### src/sv/sacl_pkg.sv
// Shared constants, types and codes of the set-associative tag directory.
`default_nettype none

package sacl_pkg;

  localparam int unsigned SET_COUNT  = 256;
  localparam int unsigned WAY_COUNT  = 8;
  localparam int unsigned LINE_BYTES = 64;

  localparam int unsigned ADDR_W   = 32;
  localparam int unsigned WAY_W    = 4;
  localparam int unsigned AGE_W    = 16;
  localparam int unsigned OFFSET_W = $clog2(LINE_BYTES);
  localparam int unsigned SET_W    = (SET_COUNT > 1) ? $clog2(SET_COUNT) : 1;
  localparam int unsigned SET_USED = $clog2(SET_COUNT);
  localparam int unsigned TAG_W    = ADDR_W - OFFSET_W - SET_USED;
  localparam int unsigned CNT_W    = 32;

  typedef enum logic [1:0] {
    OP_ACCESS = 2'd0,
    OP_LOOKUP = 2'd1,
    OP_INSERT = 2'd2
  } opcode_e;

  typedef struct packed {
    logic             valid;
    logic [TAG_W-1:0] tag;
    logic [AGE_W-1:0] age;
  } way_t;

  typedef way_t [WAY_COUNT-1:0] row_t;

  typedef struct packed {
    logic             hit;
    logic [WAY_W-1:0] way;
    logic             filled;
    logic             evicted;
    logic             write;
    logic             count_hit;
    logic             count_miss;
  } pick_t;

endpackage

`default_nettype wire

### src/sv/sacl_pick.sv
// Hit search, victim choice and age update for one set row.
`default_nettype none

module sacl_pick (
  input  sacl_pkg::opcode_e            op_i,
  input  logic [sacl_pkg::TAG_W-1:0]   tag_i,
  input  sacl_pkg::row_t               row_i,
  output sacl_pkg::pick_t              res_o,
  output sacl_pkg::row_t               row_o
);

  logic                           hit_found;
  logic [sacl_pkg::WAY_W-1:0]     hit_way;
  logic                           inv_found;
  logic [sacl_pkg::WAY_W-1:0]     inv_way;
  logic [sacl_pkg::AGE_W-1:0]     best_age;
  logic [sacl_pkg::WAY_W-1:0]     old_way;
  logic [sacl_pkg::WAY_W-1:0]     fill_way;
  logic                           touch;
  logic                           fill;
  logic [sacl_pkg::WAY_W-1:0]     touch_way;

  always_comb begin
    hit_found = 1'b0;
    hit_way   = '0;
    inv_found = 1'b0;
    inv_way   = '0;
    for (int w = 0; w < sacl_pkg::WAY_COUNT; w++) begin
      if (!hit_found && row_i[w].valid && (row_i[w].tag == tag_i)) begin
        hit_found = 1'b1;
        hit_way   = sacl_pkg::WAY_W'(w);
      end
      if (!inv_found && !row_i[w].valid) begin
        inv_found = 1'b1;
        inv_way   = sacl_pkg::WAY_W'(w);
      end
    end
  end

  always_comb begin
    best_age = '0;
    old_way  = '0;
    for (int w = 0; w < sacl_pkg::WAY_COUNT; w++) begin
      if (w == 0 || row_i[w].age > best_age) begin
        best_age = row_i[w].age;
        old_way  = sacl_pkg::WAY_W'(w);
      end
    end
  end

  assign fill_way = inv_found ? inv_way : old_way;

  always_comb begin
    res_o     = '0;
    touch     = 1'b0;
    fill      = 1'b0;
    touch_way = '0;
    unique case (op_i)
      sacl_pkg::OP_ACCESS: begin
        res_o.count_hit  = hit_found;
        res_o.count_miss = !hit_found;
        touch            = 1'b1;
        fill             = !hit_found;
        touch_way        = hit_found ? hit_way : fill_way;
      end
      sacl_pkg::OP_LOOKUP: begin
        touch     = hit_found;
        touch_way = hit_way;
      end
      sacl_pkg::OP_INSERT: begin
        touch     = 1'b1;
        fill      = 1'b1;
        touch_way = fill_way;
      end
      default: begin
        touch = 1'b0;
      end
    endcase
    res_o.hit     = touch && !fill;
    res_o.way     = touch ? touch_way : '0;
    res_o.filled  = fill;
    res_o.evicted = fill && !inv_found;
    res_o.write   = touch;
  end

  always_comb begin
    for (int w = 0; w < sacl_pkg::WAY_COUNT; w++) begin
      row_o[w] = row_i[w];
      if (fill && touch_way == sacl_pkg::WAY_W'(w)) begin
        row_o[w].valid = 1'b1;
        row_o[w].tag   = tag_i;
        row_o[w].age   = '0;
      end else if (row_i[w].valid) begin
        if (touch_way == sacl_pkg::WAY_W'(w)) begin
          row_o[w].age = '0;
        end else if (row_i[w].age != '1) begin
          row_o[w].age = row_i[w].age + 1'b1;
        end
      end
    end
  end

endmodule

`default_nettype wire

### config.mk
export PLATFORM = sky130hd
export DESIGN_NAME = sacl_pick
export DESIGN_NICKNAME = d
export VERILOG_FILES = /design/src/sv/sacl_pkg.sv /design/src/sv/sacl_pick.sv
export SDC_FILE = /design/constraint.sdc
export NUM_CORES = 1
export LEC_CHECK = 0
export ABC_CLOCK_PERIOD_IN_PS = 36100
export BUFFER_PORTS_ARGS = -buffer_cell sky130_fd_sc_hd__buf_2
export CAP_MARGIN = 30
export CORE_AREA = 2 2 229 231
export DETAILED_ROUTE_END_ITERATION = 8
export DIE_AREA = 0 0 231 233
export PLACE_DENSITY_LB_ADDON = 0.15
export SYNTH_ARGS = -nofsm -noshare
export SYNTH_HDL_FRONTEND = slang
export SYNTH_SLANG_ARGS = --single-unit
### constraint.sdc
create_clock -name vclk -period 36.1
set_input_delay 5.415 -clock vclk [all_inputs]
set_output_delay 5.415 -clock vclk [all_outputs]
set_load 0.05 [all_outputs]
# Yosys cells after proc, flatten, opt, wreduce, memory -nomap -nowiden
# Index checks and enable logic that the tools add are counted.
dict set report word_totals {
  in_bits 300
  ff_bits 0
  elab_cells 188
  out_inout_bits 290
}
dict set report classes {
  addsub 8
  order_cmp 7
  n_mux 90
  reduce_logical 58
  n_eq_ne 25
}
# operator count
set ops {}
lappend ops {{16-bit 2-to-1 mux} 38}
lappend ops {{19-bit 2-to-1 mux} 8}
lappend ops {{18-bit == test} 8}
lappend ops {{16-bit by 1-bit adder with 16-bit output (second input constant)} 8}
lappend ops {{16-bit inequality test (second input constant)} 8}
lappend ops {{16-bit greater-than comparator} 7}
lappend ops {{4-bit 2-to-1 mux} 19}
lappend ops {{1-bit logical AND} 32}
lappend ops {{1-bit logical NOT} 23}
lappend ops {{1-bit 2-to-1 mux} 19}
lappend ops {{4-bit by 3-bit == test with 1-bit output (second input constant)} 4}
lappend ops {{4-bit one-hot mux with 3 select lines} 1}
lappend ops {{4-bit by 2-bit == test with 1-bit output (second input constant)} 2}
lappend ops {{2-bit 2-to-1 mux} 3}
lappend ops {{4-bit by 1-bit == test with 1-bit output (second input constant)} 1}
lappend ops {{4-bit logical NOT} 1}
lappend ops {{1-bit one-hot mux with 2 select lines} 2}
lappend ops {{2-bit by 1-bit == test with 1-bit output (second input constant)} 1}
lappend ops {{2-bit == test (second input constant)} 1}
lappend ops {{2-bit logical NOT} 1}
lappend ops {{2-bit OR reduction} 1}

# Logic depth before layout (Yosys ltp)
dict set report depth {
  depth_word 37
  mapped_depth 88
  ltp_nobuf 77
}

# Worst setup path before layout
# No wires, ideal clock.
dict set report synth_path {
  path_kind {input port to output port}
  startpoint {input row_i[15] (netlist bit)}
  endpoint {output row_o[222] (netlist bit)}
  required_ns 30.685
  path_buffers 11
  path_stages 81
  arrival_time_ns 22.636
  setup_slack_ns 8.049
  path_cell_list {inv_1 > ha_1 > nand4_1 > or2_1 > o221ai_1 > nor4_2 > nand2b_1 > clkbuf_1 > clkbuf_1 > mux2i_1 > ha_1 > nand4_1 > or3_1 > o21ai_0 > a21o_1 > clkbuf_1 > clkbuf_1 > nand2_1 > [... 45 more ...] > clkbuf_1 > clkbuf_1 > mux2_2 > ha_1 > nand4_1 > nor3_1 > and2_1 > o21ai_0 > a21oi_1 > a2bb2oi_1 > o21ai_0 > o21ai_1 > inv_1 > o31ai_2 > a21oi_1 > nor2b_1 > buf_2 > o32ai_1}
}
# item line
set synth_lines {}
lappend synth_lines {{start: declaration} sacl_pick.sv:7} ;# input sacl_pkg::row_t row_i,
lappend synth_lines {{end: declaration} sacl_pick.sv:9} ;# output sacl_pkg::row_t row_o

==> run summary <==
================================================================================
Final weighted congestion of routability-driven global placement          0.9364
Global-route usage over all layers                                        22.80%
LEAKAGE                                                                 7.010 nW
Count of warnings emitted by yosys                                             0
Count of TritonRoute iterations in the first routing pass                      6
Post-CTS Setup Inserts                                                         0
Post-layout nets                                                            2616
Count of unique library cells instantiated by Yosys                           84
Classification of the worst-slack hold path                         input port to primary output
Cell count of the worst hold path                                              3
Maximum fanout count along the critical path                                  27
Remaining antenna violation count after routing                                0
Routed Wire Length                                                      65080 um
Top-Level Pins                                                               590
Overall power of the completed layout                                0.0005043 W
Worst endpoint data arrival time                                        24410 ps
Setup CP Type                                                       input port to primary output
Cell Rows                                                                     83
Slew Viols, Final                                                              0
Post-Place Setup Slack                                                   6215 ps
Starting density of the core                                              23.12%
Layout Cells excl Fill                                                      2883
Count of max-cap constraint violations                                         0
Sequential cell count of the final layout                                      0
Endpoint kind of the worst setup timing path                        primary output
Cell Count Post-Placement                                                   2877
Startpoint of the lowest-slack hold path                                 op_i[0]
Worst slew margin                                                         37.85%
Via count of the first global-routing pass                                 14728
Layout area overhead                                                      30.15%
Half-perimeter wire length of the detailed placement result             56500 um
Worst Path Required                                                     30680 ps
Tightest hold margin                                                    11250 ps
Largest net degree at the start of global routing                             28
Wire length of the first global-routing pass                            93120 um
Die Span X                                                                231 um
Number of buffer cells added on primary ports                                589
Transition time of the tightest slew-check pin                          932.2 ps
Final worst-path setup slack                                             6277 ps
Cell with the largest stage delay on the worst path                 sky130_fd_sc_hd__nor3_4
Post-Synthesis Cells                                                        1677
Area of all sequential standard cells                                     0 um^2
Area of the core region                                               51090 um^2
Vertical die dimension                                                    233 um
Post-Route Setup TNS                                                        0 ps
Total DRC errors in the routed layout                                          0
Via total after detailed routing                                           14740
Final hold violation count                                                     0
Worst Setup Start Kind                                                input port
Number of resized instances in the post-cts repair step                        0
Achievable frequency                                                 0.03353 GHz
Unrepaired setup endpoints after global routing                            false
Total congestion overflow                                                      0
Time the final worst path needs with I/O delays and setup               29820 ps
Sequential area share after synthesis                                         0%
Worst ir drop on vdd                                                    18.20 uV
Worst stage delay on the critical path                                    840 ps
Post-DR wirelength/cell                                                 22.57 um
Initial antenna violation count                                                6
Vias/cell                                                                  5.113
Combined area of all synthesized cells                                11810 um^2
Post-Syn Area per Cell                                                7.043 um^2
Fraction of final layout cells with drive strength greater than 1         37.08%
Setup violation total in the final timing report                               0
Outcome                                                             complete, no violations
Violation count after the first detailed-routing iteration                   564
Worst Hold End                                                          res_o[1]
Power Density                                                       32.81 nW/um^2
Die area                                                              53820 um^2
Synthesized netlist net count                                               2093
Number of hold buffers added after cts                                         0
Final cycle utilization of the critical path                              82.61%
Layout clock buffers                                                           0
================================================================================
-- cell usage in the layout (no fill, tap or decap), types with 35 or more instances in the layout --
master                    count
sky130_fd_sc_hd__nand2_1    114
sky130_fd_sc_hd__xor2_1      97
sky130_fd_sc_hd__nand3_1     69
sky130_fd_sc_hd__xnor2_1    140
sky130_fd_sc_hd__inv_1      105
sky130_fd_sc_hd__nor3_1      40
sky130_fd_sc_hd__a21oi_1     52
sky130_fd_sc_hd__ha_1       116
sky130_fd_sc_hd__nor2_1     211
sky130_fd_sc_hd__mux2i_1     35
sky130_fd_sc_hd__o21ai_0     56
sky130_fd_sc_hd__nand4_1    104
sky130_fd_sc_hd__mux2_2     181
sky130_fd_sc_hd__buf_2      590
-- through the flow --
| stage | utilization [%] | cell area [um^2] |
|---|---|---|
| after floorplan | - | 11810 |
| after global placement | 29.90 | 15280 |
| after detailed placement | 30.01 | 15330 |
| after CTS | 30.01 | 15330 |
| after global routing | 30.09 | 15370 |
| final | 30.09 | 15370 |
-- cell type report --
type                            count  area, um^2
Fill cell                        5744       35720
Tap cell                          680       850.8
Inverter                          106       397.9
Timing Repair Buffer              606        3112
Multi-Input combinational cell   1486       11000
Antenna cell                        5       12.51
-- worst max-delay path by stage --
stage / from / endpoint / slack, ps / cells past startpoint
global placement: row_i[12] / row_o[117] / 6010 / 73
detailed placement: row_i[14] / row_o[64] / 6220 / 74
CTS: row_i[14] / row_o[64] / 6180 / 74
global route: row_i[13] / row_o[64] / 4810 / 74
floorplan: row_i[15] / row_o[222] / 8050 / 81
finish: row_i[14] / row_o[64] / 6280 / 74
-- cells by family after synthesis --
group,share of synthesized area [%]
buf+inv,6.896
simple gates,28.74
xor+xnor,17.57
compound gates,13.27
mux,21.20
fa+ha+maj,12.29
other cells,0.03175
-- cells in the mapped netlist, types with 9 or more instances --
library cell	number	area (um^2)
sky130_fd_sc_hd__a21o_1	24	180.2
sky130_fd_sc_hd__ha_1	116	1451
sky130_fd_sc_hd__clkbuf_1	30	112.6
sky130_fd_sc_hd__o211ai_1	10	75.07
sky130_fd_sc_hd__buf_2	42	210.2
sky130_fd_sc_hd__mux2i_1	35	350.3
sky130_fd_sc_hd__xor2_1	97	849.6
sky130_fd_sc_hd__inv_1	105	394.1
sky130_fd_sc_hd__nor2b_1	14	87.58
sky130_fd_sc_hd__nand4_1	104	650.6
sky130_fd_sc_hd__and3_1	22	137.6
sky130_fd_sc_hd__buf_4	10	75.07
sky130_fd_sc_hd__nand3_1	69	345.3
sky130_fd_sc_hd__nor2_1	211	792.0
sky130_fd_sc_hd__and4_1	14	122.6
sky130_fd_sc_hd__mux2_2	181	2038
sky130_fd_sc_hd__nand2_1	114	427.9
sky130_fd_sc_hd__nor3_1	40	200.2
sky130_fd_sc_hd__a31oi_1	11	68.82
sky130_fd_sc_hd__o21ai_0	56	280.3
sky130_fd_sc_hd__a211oi_1	14	105.1
sky130_fd_sc_hd__mux2_1	9	101.4
sky130_fd_sc_hd__and2_1	11	68.82
sky130_fd_sc_hd__or4_1	15	112.6
sky130_fd_sc_hd__xnor2_1	140	1226
sky130_fd_sc_hd__nor4_1	17	106.4
sky130_fd_sc_hd__a21oi_1	52	260.3
-- worst max-delay path: cells and delay by family --
kind                       cells  cell delay [ps]
AOI/OAI and AO/OA             32             7520
adders and majority gates      7             2090
buffers and inverters          9             1220
muxes                          6             2430
and+or+nand+nor               20             5670
-- power by group --
group / switching (W) / total, W / internal [W] / leakage, nW
sequential: 0 / 0 / 0 / 0
combinational: 0.000329 / 0.000504 / 0.000176 / 7.01
clock: 0 / 0.0000000000186 / 0.0000000000186 / 0.0000317
-- routing by layer --
metal / vias to the layer above / track usage, % / wire (um)
met4: 0 / 6.875 / 2033
met2: 519 / 40.59 / 31760
met1: 7034 / 28.20 / 27590
met5: - / 0 / 0
li1: 7101 / - / -
met3: 86 / 3.309 / 3698
Note: power is estimated with default switching activity, not from simulation.
